`src/grbd_pkg.sv`:
```
// ----------------------------------------------------------------------------
// grbd_pkg: graphics ROM bit descrambler package
// Field widths, row-select bit positions, commands and permutation tables.
// ----------------------------------------------------------------------------
package grbd_pkg;

  localparam int ADDR_W = 21;
  localparam int DATA_W = 16;
  localparam int BG_W   = 8;
  localparam int ROW_W  = 3;
  localparam int ROWS   = 8;

  // address bits that pick the permutation row, LSB first
  localparam int BG_ROW_B0  = 2;
  localparam int BG_ROW_B1  = 11;
  localparam int BG_ROW_B2  = 18;
  localparam int SPR_ROW_B0 = 4;
  localparam int SPR_ROW_B1 = 17;
  localparam int SPR_ROW_B2 = 20;

  typedef enum logic {
    CMD_BG  = 1'b0,
    CMD_SPR = 1'b1
  } cmd_t;

  // result bit (BG_W-1-i) takes source bit BG_PERM[row][i]
  localparam logic [2:0] BG_PERM [ROWS][BG_W] = '{
    '{3'd3, 3'd0, 3'd7, 3'd2, 3'd5, 3'd1, 3'd4, 3'd6},
    '{3'd1, 3'd2, 3'd6, 3'd5, 3'd4, 3'd0, 3'd3, 3'd7},
    '{3'd7, 3'd6, 3'd5, 3'd4, 3'd3, 3'd2, 3'd1, 3'd0},
    '{3'd7, 3'd6, 3'd5, 3'd0, 3'd1, 3'd4, 3'd3, 3'd2},
    '{3'd2, 3'd0, 3'd1, 3'd4, 3'd3, 3'd5, 3'd7, 3'd6},
    '{3'd5, 3'd3, 3'd7, 3'd0, 3'd4, 3'd6, 3'd2, 3'd1},
    '{3'd2, 3'd7, 3'd0, 3'd6, 3'd5, 3'd3, 3'd1, 3'd4},
    '{3'd3, 3'd4, 3'd7, 3'd6, 3'd2, 3'd0, 3'd5, 3'd1}
  };

  // result bit (DATA_W-1-i) takes source bit SPR_PERM[row][i]
  localparam logic [3:0] SPR_PERM [ROWS][DATA_W] = '{
    '{4'd9,  4'd3,  4'd4,  4'd5,  4'd7,  4'd1,  4'd11, 4'd8,
      4'd0,  4'd13, 4'd2,  4'd12, 4'd14, 4'd6,  4'd15, 4'd10},
    '{4'd1,  4'd3,  4'd12, 4'd4,  4'd0,  4'd15, 4'd11, 4'd10,
      4'd8,  4'd5,  4'd14, 4'd6,  4'd13, 4'd2,  4'd7,  4'd9},
    '{4'd15, 4'd14, 4'd13, 4'd12, 4'd11, 4'd10, 4'd9,  4'd8,
      4'd7,  4'd6,  4'd5,  4'd4,  4'd3,  4'd2,  4'd1,  4'd0},
    '{4'd15, 4'd14, 4'd12, 4'd6,  4'd10, 4'd11, 4'd7,  4'd8,
      4'd9,  4'd2,  4'd3,  4'd4,  4'd5,  4'd13, 4'd1,  4'd0},
    '{4'd1,  4'd6,  4'd2,  4'd5,  4'd15, 4'd7,  4'd11, 4'd9,
      4'd10, 4'd3,  4'd13, 4'd14, 4'd12, 4'd4,  4'd0,  4'd8},
    '{4'd7,  4'd5,  4'd13, 4'd14, 4'd11, 4'd10, 4'd0,  4'd1,
      4'd9,  4'd6,  4'd12, 4'd2,  4'd3,  4'd4,  4'd8,  4'd15},
    '{4'd0,  4'd5,  4'd6,  4'd3,  4'd9,  4'd11, 4'd10, 4'd7,
      4'd1,  4'd13, 4'd2,  4'd14, 4'd4,  4'd12, 4'd8,  4'd15},
    '{4'd9,  4'd12, 4'd4,  4'd2,  4'd15, 4'd0,  4'd11, 4'd8,
      4'd10, 4'd13, 4'd3,  4'd6,  4'd5,  4'd14, 4'd1,  4'd7}
  };

endpackage

```
`src/grbd_perm_unit.sv`:
```
// ----------------------------------------------------------------------------
// grbd_perm_unit: descramble datapath
// Picks the permutation row from the address and routes the data bits.
// ----------------------------------------------------------------------------
module grbd_perm_unit import grbd_pkg::*; (
  input  cmd_t              command,
  input  logic [ADDR_W-1:0] byte_address,
  input  logic [DATA_W-1:0] raw_data,
  output logic [DATA_W-1:0] clear_data
);

  logic [ROW_W-1:0]  bg_row;
  logic [ROW_W-1:0]  spr_row;
  logic [BG_W-1:0]   bg_res;
  logic [DATA_W-1:0] spr_res;

  assign bg_row  = {byte_address[BG_ROW_B2], byte_address[BG_ROW_B1],
                    byte_address[BG_ROW_B0]};
  assign spr_row = {byte_address[SPR_ROW_B2], byte_address[SPR_ROW_B1],
                    byte_address[SPR_ROW_B0]};

  // each result bit is a mux of the source bits, one per row
  always_comb begin
    for (int i = 0; i < BG_W; i++) begin
      bg_res[BG_W-1-i] = raw_data[BG_PERM[bg_row][i]];
    end
    for (int i = 0; i < DATA_W; i++) begin
      spr_res[DATA_W-1-i] = raw_data[SPR_PERM[spr_row][i]];
    end
  end

  always_comb begin
    unique case (command)
      CMD_BG:  clear_data = {{(DATA_W-BG_W){1'b0}}, bg_res};
      CMD_SPR: clear_data = spr_res;
      default: clear_data = '0;
    endcase
  end

endmodule

```
`src/graphics_rom_bit_descrambler_top.sv`:
```
// ----------------------------------------------------------------------------
// graphics_rom_bit_descrambler_top: graphics ROM bit descrambler
// Registers each access, permutes its data bits, registers the result.
//
//   channel | ports                                         | direction
//   --------+-----------------------------------------------+----------
//   input   | start, busy, in_command, in_byte_address,     | in
//           | in_raw_data                                   |
//   result  | out_valid, out_clear_data                     | out
//
// One transfer per clock: busy stays low, a new access is taken every cycle.
// Path: input register, permute logic, result register.
// out_valid marks each result for exactly one cycle; the receiver cannot stall.
// Synchronous active-low reset clears the valid flags; the data registers are not reset.
// ----------------------------------------------------------------------------
module graphics_rom_bit_descrambler_top import grbd_pkg::*; (
  input  logic              clk,
  input  logic              rst_n,
  input  logic              start,
  output logic              busy,
  input  logic              in_command,
  input  logic [ADDR_W-1:0] in_byte_address,
  input  logic [DATA_W-1:0] in_raw_data,
  output logic              out_valid,
  output logic [DATA_W-1:0] out_clear_data
);

  logic              in_valid_r;
  cmd_t              cmd_r;
  logic [ADDR_W-1:0] addr_r;
  logic [DATA_W-1:0] data_r;
  logic              out_valid_r;
  logic [DATA_W-1:0] out_data_r;
  logic [DATA_W-1:0] out_data_nxt;

  assign busy = 1'b0;

  always_ff @(posedge clk) begin
    if (!rst_n) begin
      in_valid_r  <= 1'b0;
      out_valid_r <= 1'b0;
    end else begin
      in_valid_r  <= start & ~busy;
      out_valid_r <= in_valid_r;
    end
  end

  always_ff @(posedge clk) begin
    if (start && !busy) begin
      cmd_r  <= cmd_t'(in_command);
      addr_r <= in_byte_address;
      data_r <= in_raw_data;
    end
    if (in_valid_r) begin
      out_data_r <= out_data_nxt;
    end
  end

  grbd_perm_unit u_perm (
    .command      (cmd_r),
    .byte_address (addr_r),
    .raw_data     (data_r),
    .clear_data   (out_data_nxt)
  );

  assign out_valid      = out_valid_r;
  assign out_clear_data = out_data_r;

endmodule

```
`config.mk`:
```
export PLATFORM = sky130hd
export DESIGN_NAME = graphics_rom_bit_descrambler_top
export DESIGN_NICKNAME = d
export VERILOG_FILES = /design/src/grbd_pkg.sv /design/src/grbd_perm_unit.sv /design/src/graphics_rom_bit_descrambler_top.sv
export SDC_FILE = /design/constraint.sdc
export NUM_CORES = 1
export LEC_CHECK = 0
export BUFFER_PORTS_ARGS = -buffer_cell sky130_fd_sc_hd__buf_2
export CORE_MARGIN = 2
export CORE_UTILIZATION = 60
export DETAILED_ROUTE_END_ITERATION = 8
export PLACE_DENSITY = 0.81
export RECOVER_POWER = 100
export SLEW_MARGIN = 5
export SYNTH_ARGS = -nofsm -noshare
export SYNTH_HDL_FRONTEND = slang
export SYNTH_HIERARCHICAL = 1
export SYNTH_SLANG_ARGS = --single-unit
```
`constraint.sdc`:
```
create_clock -name clk -period 3 [get_ports clk]
set_clock_uncertainty 0.15 [all_clocks]
set_input_delay 0.45 -clock clk [delete_from_list [all_inputs] [get_ports clk]]
set_output_delay 0.45 -clock clk [all_outputs]
set_load 0.05 [all_outputs]
```
* Word-level counts from Yosys, hierarchy flattened
Memory sizes are Yosys's and may differ from the RTL's. Cells that the tools add are included.
Word-level totals: flip-flop bits (word level) 56, bits in read-only memories 704, input port bits 41, output and inout bits 18, memories kept 2
Memory list:
- (no name shown) | depth 8, bits a word 64, rd ports 1, clocked after memory_dff 0, wr ports 0, line grbd_perm_unit.sv:28 | spr_res[DATA_W-1-i] = raw_data[SPR_PERM[spr_row][i]];
- (no name shown) | depth 8, bits a word 24, rd ports 1, clocked after memory_dff 0, wr ports 0, line grbd_perm_unit.sv:25 | bg_res[BG_W-1-i] = raw_data[BG_PERM[bg_row][i]];
Cells by class: magnitude comparators 26, mux-type cells 53, bitwise operators 3
Operators with widths (number):
- 64-bit two-way mux | 2
- 4-bit by 5-bit less-than comparator with 1-bit output (second input constant) | 16
- 1-bit binary-select mux with 4-bit select | 16
- 24-bit two-way mux | 2
- 3-bit by 5-bit less-than comparator with 1-bit output (second input constant) | 8
- 16-bit case mux with 2 select lines | 1
- 1-bit binary-select mux with 3-bit select | 8
- 1-bit two-way mux | 24
- 4-bit greater-or-equal comparator (second input constant) | 2
- 3-bit NOT with 4-bit output | 2
- 1-bit NOT | 1

* Depth between registers and ports, before layout
Gate-level depths: netlist of run 1.
depth in word-level cells 7, depth in mapped cells 10

* Hierarchy
Netlist of run 1, hierarchy kept.
By module, submodules not included:
- grbd_perm_unit | instances 1, cells an instance 466, area each 3563.4 um2
- graphics_rom_bit_descrambler_top | instances 1, cells an instance 60, area each 1685.4 um2

* Least setup slack after synthesis of run 1
No wires, ideal clock.
path kind register -> register, from reg addr_r[17], to reg out_data_r[10] (netlist: out_clear_data[10]) (data pin), setup time 0.256 ns, arrival time 2.351 ns, data required time 2.594 ns, setup slack 0.244 ns, stages on the path, launching flop included 9, clock period less this slack 2.756 ns, cell sequence edfxtp_1 -> buf_2 -> inv_2 -> ha_1 -> and2b_4 -> a21oi_2 -> mux4_1 -> mux2_2 -> o211a_1
On the way: cells in the longest elaborated chain, start to end 7
Ends and longest elaborated chain:
- start: declaration | line graphics_rom_bit_descrambler_top.sv:30 | logic [ADDR_W-1:0] addr_r;
- start signal: assignment | line graphics_rom_bit_descrambler_top.sv:51 | addr_r <= in_byte_address;
- 3-bit NOT with 4-bit output (implied by the code) | line grbd_perm_unit.sv:28
- memory read 8 x 64 bit
- 64-bit two-way mux (2 in a row)
- 1-bit binary-select mux with 4-bit select | line grbd_perm_unit.sv:28
- 1-bit two-way mux (implied by the code) | line grbd_perm_unit.sv:28
- 16-bit case mux with 2 select lines | line grbd_perm_unit.sv:33 | unique case (command)
- via out_data_nxt[10] | line graphics_rom_bit_descrambler_top.sv:34 | logic [DATA_W-1:0] out_data_nxt;
- end signal: assignment | line graphics_rom_bit_descrambler_top.sv:55 | out_data_r <= out_data_nxt;
- end: declaration | line graphics_rom_bit_descrambler_top.sv:33 | logic [DATA_W-1:0] out_data_r;
The timed path passes the listed nets, and every way through them passes these cells. The select of a mux whose other input is x is not followed. A chain may end at the register's enable or synchronous reset.

* Worst setup path after layout of run 1
from reg addr_r[17], to reg out_data_r[3] (netlist: out_clear_data[3]) (data pin)
The elaborated chain is that of the path after synthesis.

==> insert_results.sql, run 1 <==
INSERT INTO impl_metrics (metric_group, metric, value, unit) VALUES
('cells_and_area', 'drive_gt1_share', '22.4', '%'),
('critical_path', 'reg2reg_capture_point', 'out_clear_data[3]$_DFFE_PP_', ''),
('cells_and_area', 'n_fill_cell', '625', ''),
('placement', 'routabilityCongestion', '1.03', ''),
('placement', 'place.port_buffers', '42', ''),
('status', 'run_status', 'finished with violations', ''),
('detailed_routing', 'dr.pass1.iters', '9', ''),
('detailed_routing', 'initialDrtViolationCount', '696', ''),
('cells_and_area', 'post_layout_nonfiller_instances', '637', ''),
('sta', 'hold_viol', '0', ''),
('pwr', 'vdd.ir_drop.worst', '0.000302', 'V'),
('detailed_routing', 'drc_errors', '1', ''),
('sta', 'rsz0062_at_grt', 'no', ''),
('critical_path', 'path_cells', 'inv_2 > ha_1 > buf_4 > mux2i_1 > o211ai_1 > o2111ai_1 > o311a_1 > o32ai_1', ''),
('detailed_routing', 'routed_wire_per_std_cell', '23.7', 'um'),
('logic_synthesis', 'post_synth.cell_area_avg', '9.39', 'um^2'),
('grt', 'pin_count_of_the_biggest_net_entering_global_routing', '66', ''),
('status', 'violations_in_the_final_reports', 'DRC', ''),
('detailed_routing', 'ant_nets', '0', ''),
('floorplan', 'die_area', '0.00873', 'mm^2'),
('clock_network', 'clkTransAtPathRegs', '0.09', 'ns'),
('grt', 'grt_pass1_wl', '24.0', 'mm'),
('critical_path', 'critPathMaxStageDelay', '0.50', 'ns'),
('pwr', 'total_leakage_power', '1.95', 'nW'),
('clock_network', 'cts_num_sinks', '41', ''),
('logic_synthesis', 'synth_nets', '570', ''),
('placement', 'pre_cts_ws', '0.266', 'ns'),
('critical_path', 'worst-setup-path-type', 'reg2reg', ''),
('detailed_routing', 'route.final.wire_length', '15.1', 'mm'),
('placement', 'detailedPlacementHpwl', '9.69', 'mm'),
('min_path', 'timing.hold.worst.class', 'in2reg', ''),
('cells_and_area', 'antenna-diode-count', '0', ''),
('grt', 'antenna_found_initial', '0', ''),
('min_path', 'hold_path_depth', '1', ''),
('grt', 'globalRoute.totalOverflow', '0', ''),
('cells_and_area', 'area.growth.synth_to_final', '8.81', '%'),
('critical_path', 'timing.rr.start', 'addr_r[17]$_DFFE_PP_', ''),
('floorplan', 'floorplan.rows', '32', ''),
('sta', 'final_max_slew_viol_count', '0', ''),
('floorplan', 'design.core.area', '0.00773', 'mm^2'),
('critical_path', 'cp_slowest_cell', 'sky130_fd_sc_hd__o32ai_1', ''),
('sta', 'slew_headroom', '20.7', '%'),
('clock_network', 'post-cts-setup-buffer-count', '0', ''),
('critical_path', 'critPathBufInv', '2', ''),
('logic_synthesis', 'syn-cell-area', '0.00480', 'mm^2'),
('cells_and_area', 'finish.net_count', '593', ''),
('critical_path', 'worstPathArrival', '2.78', 'ns'),
('logic_synthesis', 'postSynthCellCount', '511', ''),
('clock_network', 'cts-hold-fix-buffers', '0', ''),
('critical_path', 'worst_setup_path_end_kind', 'register', ''),
('clock_network', 'cts-htree-levels', '2', ''),
('grt', 'grt_use_total', '35.7', '%'),
('critical_path', 'timing.reg2reg.worst_path_depth', '8', ''),
('sta', 'setup_total_negative_slack', '0', 'ns'),
('sta', 'post-route-min-period', '2.88', 'ns'),
('placement', 'dp.cells', '629', ''),
('floorplan', 'num_io_pins', '59', ''),
('sta', 'timing.fmax', '0.347', 'GHz'),
('critical_path', 'worst-path-max-fanout', '12', ''),
('clock_network', 'cts-buffers-inserted', '5', ''),
('clock_network', 'clock_path_buffers', '2', ''),
('critical_path', 'timing.critical_path.from_type', 'register', ''),
('clock_network', 'cts_resized', '0', ''),
('clock_network', 'worstSkewPairLatency', '0.30', 'ns'),
('detailed_routing', 'route.detailed.vias_per_inst', '7.59', ''),
('sta', 'final_min_period_over_clock_period', '96.0', '%'),
('sta', 'timing_worst_slew_pin_value', '1.19', 'ns'),
('pwr', 'fin_total_pwr', '2.31', 'mW'),
('clock_network', 'clock_tree_from_tritoncts', 'done', ''),
('floorplan', 'starting_density_of_the_core', '62.1', '%'),
('sta', 'setup_viol', '0', '');
==> state kept, by name, indices dropped and copies added, names as in the netlist <==
name,count
in_valid_r,1
out_valid,1
out_clear_data,16
data_r,16
addr_r,6
cmd_r,1
==> how the worst max path moves through the flow <==
stage                     slack, ns                           end            startpoint  cells past startpoint
after floorplan                0.24  out_clear_data[10]$_DFFE_PP_  addr_r[17]$_DFFE_PP_                      8
after global placement         0.33   out_clear_data[3]$_DFFE_PP_   addr_r[4]$_DFFE_PP_                      6
after detailed placement       0.27   out_clear_data[3]$_DFFE_PP_   addr_r[4]$_DFFE_PP_                      8
after CTS                      0.23   out_clear_data[3]$_DFFE_PP_  addr_r[17]$_DFFE_PP_                      8
after global routing           0.02   out_clear_data[3]$_DFFE_PP_  addr_r[17]$_DFFE_PP_                      8
final                          0.12   out_clear_data[3]$_DFFE_PP_  addr_r[17]$_DFFE_PP_                      8
==> routing by layer <==
layer	routed length [um]	up-vias	global-route usage, %
met5	0	-	0
met4	1120	0	22.7
met3	2310	138	8.46
met2	6480	469	53.4
met1	5160	2195	46.5
li1	-	2036	-
==> cells in the final DEF (no fill, tap or decap), drive strengths merged, types with 11 or more instances in the layout <==
master,count
a211oi,11
a21oi,43
buf,51
clkbuf,27
edfxtp,39
ha,18
inv,12
mux2,21
mux2i,30
mux4,35
nand2,47
nor2,37
nor2b,16
o21ai,25
o22ai,15
==> layout make-up <==
cell class                      instances  area, um^2  area share, %
Timing Repair Buffer                   73         434           8.32
Sequential cell                        41        1210           23.2
Multi-Input combinational cell        401        3290           63.0
Tap cell                              102         128           2.44
Clock inverter                          3        46.3          0.887
Inverter                               12        45.0          0.863
Clock buffer                            5        68.8           1.32
==> power breakdown <==
part	internal, mW	total, mW	switching, mW	leakage (nW)
clock network	0.249	0.472	0.222	0.0543
registers	0.692	0.795	0.103	0.387
logic	0.445	1.04	0.600	1.51
==> through the flow <==
| step | cell area (um^2) | hold slack, ns | utilization [%] |
|---|---|---|---|
| after global routing | 5220 | 0.150 | 67.6 |
| after floorplan | 4800 | 0.399 | - |
| after global placement | 5140 | 0.476 | 66.6 |
| after detailed placement | 5140 | 0.478 | 66.6 |
| final | 5220 | 0.162 | 67.6 |
| after CTS | 5260 | 0.151 | 68.1 |
Note: power is estimated with default switching activity, not from simulation.
==> run 2, diff against run 1 <==
--- a/config.mk
+++ b/config.mk
@@ -9,10 +9,10 @@
 export CORE_MARGIN = 2
 export CORE_UTILIZATION = 60
 export DETAILED_ROUTE_END_ITERATION = 8
-export PLACE_DENSITY = 0.81
+export MAX_ROUTING_LAYER = met4
+export PLACE_DENSITY = 0.82
 export RECOVER_POWER = 100
 export SLEW_MARGIN = 5
 export SYNTH_ARGS = -nofsm -noshare
 export SYNTH_HDL_FRONTEND = slang
-export SYNTH_HIERARCHICAL = 1
 export SYNTH_SLANG_ARGS = --single-unit
==> insert_results.sql, run 2 <==
INSERT INTO impl_metrics (metric_group, metric, value, unit) VALUES
('cells_and_area', 'drive_gt1_share', '25.9', '%'),
('job', 'cap_violations', '0', ''),
('sta', 'slew_headroom', '17.7', '%'),
('grt', 'pin_count_of_the_biggest_net_entering_global_routing', '26', ''),
('logic_synthesis', 'synth_edf_count', '39', ''),
('clock_network', 'cts-hold-fix-buffers', '0', ''),
('grt', 'first_global_vias', '4571', ''),
('logic_synthesis', 'postSynthCellCount', '514', ''),
('floorplan', 'num_io_pins', '59', ''),
('logic_synthesis', 'synth_top_cells_by_area', 'sky130_fd_sc_hd__edfxtp_1 24%, sky130_fd_sc_hd__mux4_2 17%, sky130_fd_sc_hd__mux2i_1 9.2%', ''),
('logic_synthesis', 'synth_nets', '573', ''),
('cells_and_area', 'final_core_utilization', '70.5', '%'),
('cells_and_area', 'layout.cells.most_common', 'sky130_fd_sc_hd__buf_4', ''),
('detailed_routing', 'drc_errors', '0', ''),
('sta', 'timing.fmax', '0.346', 'GHz'),
('critical_path', 'worst_setup_path_end_kind', 'register', ''),
('sta', 'rsz0062_at_grt', 'no', ''),
('clock_network', 'clock_tree_from_tritoncts', 'done', ''),
('placement', 'routabilityCongestion', '0.995', ''),
('sta', 'final_max_slew_viol_count', '0', ''),
('detailed_routing', 'route.detailed.vias_per_inst', '7.45', ''),
('sta', 'timing_worst_slew_pin_value', '1.24', 'ns'),
('placement', 'place.port_buffers', '42', ''),
('critical_path', 'worstPathArrival', '2.80', 'ns'),
('cells_and_area', 'area.growth.synth_to_final', '12.2', '%'),
('critical_path', 'timing.critical_path.from_type', 'register', ''),
('cells_and_area', 'highest_count_cells_in_the_layout_ignoring_fill_and_taps', '48 x sky130_fd_sc_hd__buf_4, 44 x sky130_fd_sc_hd__mux2i_1, 39 x sky130_fd_sc_hd__edfxtp_1', ''),
('placement', 'pre_cts_ws', '-0.00645', 'ns'),
('logic_synthesis', 'yosysMostFrequentCell', 'sky130_fd_sc_hd__clkbuf_1', ''),
('floorplan', 'floorplan.rows', '32', ''),
('sta', 'hold_viol', '0', ''),
('detailed_routing', 'ant_nets', '0', ''),
('logic_synthesis', 'yosys_warnings', '0', ''),
('pwr', 'power_density', '428', 'mW/mm^2'),
('detailed_routing', 'dr.pass1.iters', '5', ''),
('critical_path', 'worst-path-max-fanout', '10', ''),
('cells_and_area', 'n_fill_cell', '643', ''),
('sta', 'final_min_period_over_clock_period', '96.5', '%'),
('logic_synthesis', 'synth-seq-area-share', '24.7', '%'),
('min_path', 'timing.hold.worst.class', 'in2reg', ''),
('detailed_routing', 'routed_wire_per_std_cell', '23.6', 'um'),
('sta', 'setup_viol', '0', ''),
('cells_and_area', 'multi_input_area', '0.00338', 'mm^2'),
('logic_synthesis', 'post_synth.cell_area_avg', '9.54', 'um^2'),
('sta', 'post-route-worst-setup-slack', '0.106', 'ns'),
('cells_and_area', 'finish.net_count', '613', ''),
('critical_path', 'worst-setup-path-type', 'reg2reg', ''),
('pwr', 'vdd.ir_drop.worst', '0.000302', 'V'),
('floorplan', 'dieHeight', '94.4', 'um'),
('floorplan', 'starting_density_of_the_core', '62.8', '%'),
('grt', 'globalRoute.totalOverflow', '0', ''),
('logic_synthesis', 'synth_ff_type', 'sky130_fd_sc_hd__edfxtp_1', ''),
('logic_synthesis', 'yosysUniqueCellTypes', '64', ''),
('critical_path', 'critical_path_required', '2.91', 'ns'),
('detailed_routing', 'route.final.wire_length', '15.5', 'mm'),
('clock_network', 'cts_root_buf', 'sky130_fd_sc_hd__clkbuf_8', ''),
('critical_path', 'r2r_slack', '0.11', 'ns'),
('grt', 'grt_pass1_wl', '24.4', 'mm'),
('floorplan', 'design.core.area', '0.00781', 'mm^2'),
('clock_network', 'cts-htree-levels', '2', ''),
('cells_and_area', 'post_layout_nonfiller_instances', '657', ''),
('clock_network', 'worstSkewPairLatency', '0.31', 'ns'),
('pwr', 'total_leakage_power', '2.11', 'nW'),
('floorplan', 'die_x', '94.4', 'um'),
('floorplan', 'die_area', '0.00891', 'mm^2'),
('pwr', 'fin_total_pwr', '2.36', 'mW'),
('logic_synthesis', 'ys_async_sr_fraction', '0', '%'),
('placement', 'detailedPlacementHpwl', '10.8', 'mm'),
('clock_network', 'cts_num_sinks', '41', ''),
('cells_and_area', 'antenna-diode-count', '0', ''),
('grt', 'antenna_found_initial', '0', ''),
('clock_network', 'cts-buffers-inserted', '5', ''),
('logic_synthesis', 'ys_seq_elements', '41', ''),
('sta', 'hold_ws', '0.163', 'ns'),
('grt', 'grt_use_total', '37.3', '%'),
('detailed_routing', 'initialDrtViolationCount', '879', ''),
('detailed_routing', 'detailroute.via_count', '4895', ''),
('clock_network', 'clkTransAtPathRegs', '0.09', 'ns'),
('placement', 'dp.cells', '647', ''),
('logic_synthesis', 'syn-cell-area', '0.00490', 'mm^2'),
('logic_synthesis', 'commonest_cells_in_the_synthesized_netlist', '51 x sky130_fd_sc_hd__clkbuf_1, 45 x sky130_fd_sc_hd__mux2i_1, 39 x sky130_fd_sc_hd__edfxtp_1', ''),
('cells_and_area', 'register_area', '0.00121', 'mm^2'),
('logic_synthesis', 'synth_top_cell_by_area', 'sky130_fd_sc_hd__edfxtp_1', ''),
('logic_synthesis', 'yosys.area.top_type_share', '23.9', '%'),
('status', 'run_status', 'finished clean', ''),
('sta', 'post-route-min-period', '2.89', 'ns'),
('clock_network', 'clock_path_buffers', '2', '');
[run 2: final cells by class]
cell class	instances	share of cell area [%]
multi-input combinational	391	61.4
sequential	41	22.0
timing repair buffer	98	10.9
tap	102	2.32
inverter	17	1.27
clock buffer	5	1.25
clock inverter	3	0.841
[run 2: final timing paths]
path,from,endpoint,cells past startpoint
worst min register to register,in_valid_r$_SDFF_PN0_,out_clear_data[2]$_DFFE_PP_,0
worst max-delay path,addr_r[17]$_DFFE_PP_,out_clear_data[3]$_DFFE_PP_,8
worst max register to register,addr_r[17]$_DFFE_PP_,out_clear_data[3]$_DFFE_PP_,8
worst min-delay path,in_raw_data[5],data_r[5]$_DFFE_PP_,1
[run 2: routing by layer]
layer | part of all wire [%] | vias to the layer above | GRT usage (%)
met3 | 13 | 93 | 8.46
met4 | 5.1 | 0 | 16.7
met5 | 0 | - | -
met1 | 37 | 2306 | 49.9
met2 | 45 | 418 | 54.5
li1 | - | 2078 | -
[run 2: critical path, stage by stage (launching register included)]
cell,delay (ns)
sky130_fd_sc_hd__edfxtp_1,0.52
sky130_fd_sc_hd__inv_4,0.18
sky130_fd_sc_hd__ha_2,0.27
sky130_fd_sc_hd__buf_4,0.19
sky130_fd_sc_hd__mux4_2,0.52
sky130_fd_sc_hd__mux2i_1,0.17
sky130_fd_sc_hd__nor3_1,0.07
sky130_fd_sc_hd__a311o_1,0.34
sky130_fd_sc_hd__a32o_1,0.23
[run 2: power breakdown]
part           switching (mW)  internal [mW]
Combinational           0.625          0.486
Clock                   0.213          0.249
Sequential             0.0901          0.694
Total                   0.928           1.43
[run 2: repair_timing]
item / 4_1_cts / 5_1_grt
resized for setup: 1 / 1
buffers inserted: 0 / 2
setup endpoints to repair: 1 / 5
[run 2: kinds of logic (layout without fill, tap and decap cells)]
logic type      Yosys count  after routing  share of synthesized area, %
other cells               1              1                        0.0765
simple gates            134            134                          14.4
flops                    41             41                          24.7
buf+inv                  82            123                          6.63
mux                      94             94                          29.2
compound gates          144            144                          20.5
fa+ha+maj                18             18                          4.59
[run 2: stage by stage]
stage	cell area [um^2]	TNS, ns
3_3_place_gp	5420	0
6_report	5510	0
3_5_place_dp	5420	-0.00645
5_1_grt	5510	0
2_1_floorplan	4950	-0.000482
4_1_cts	5530	0
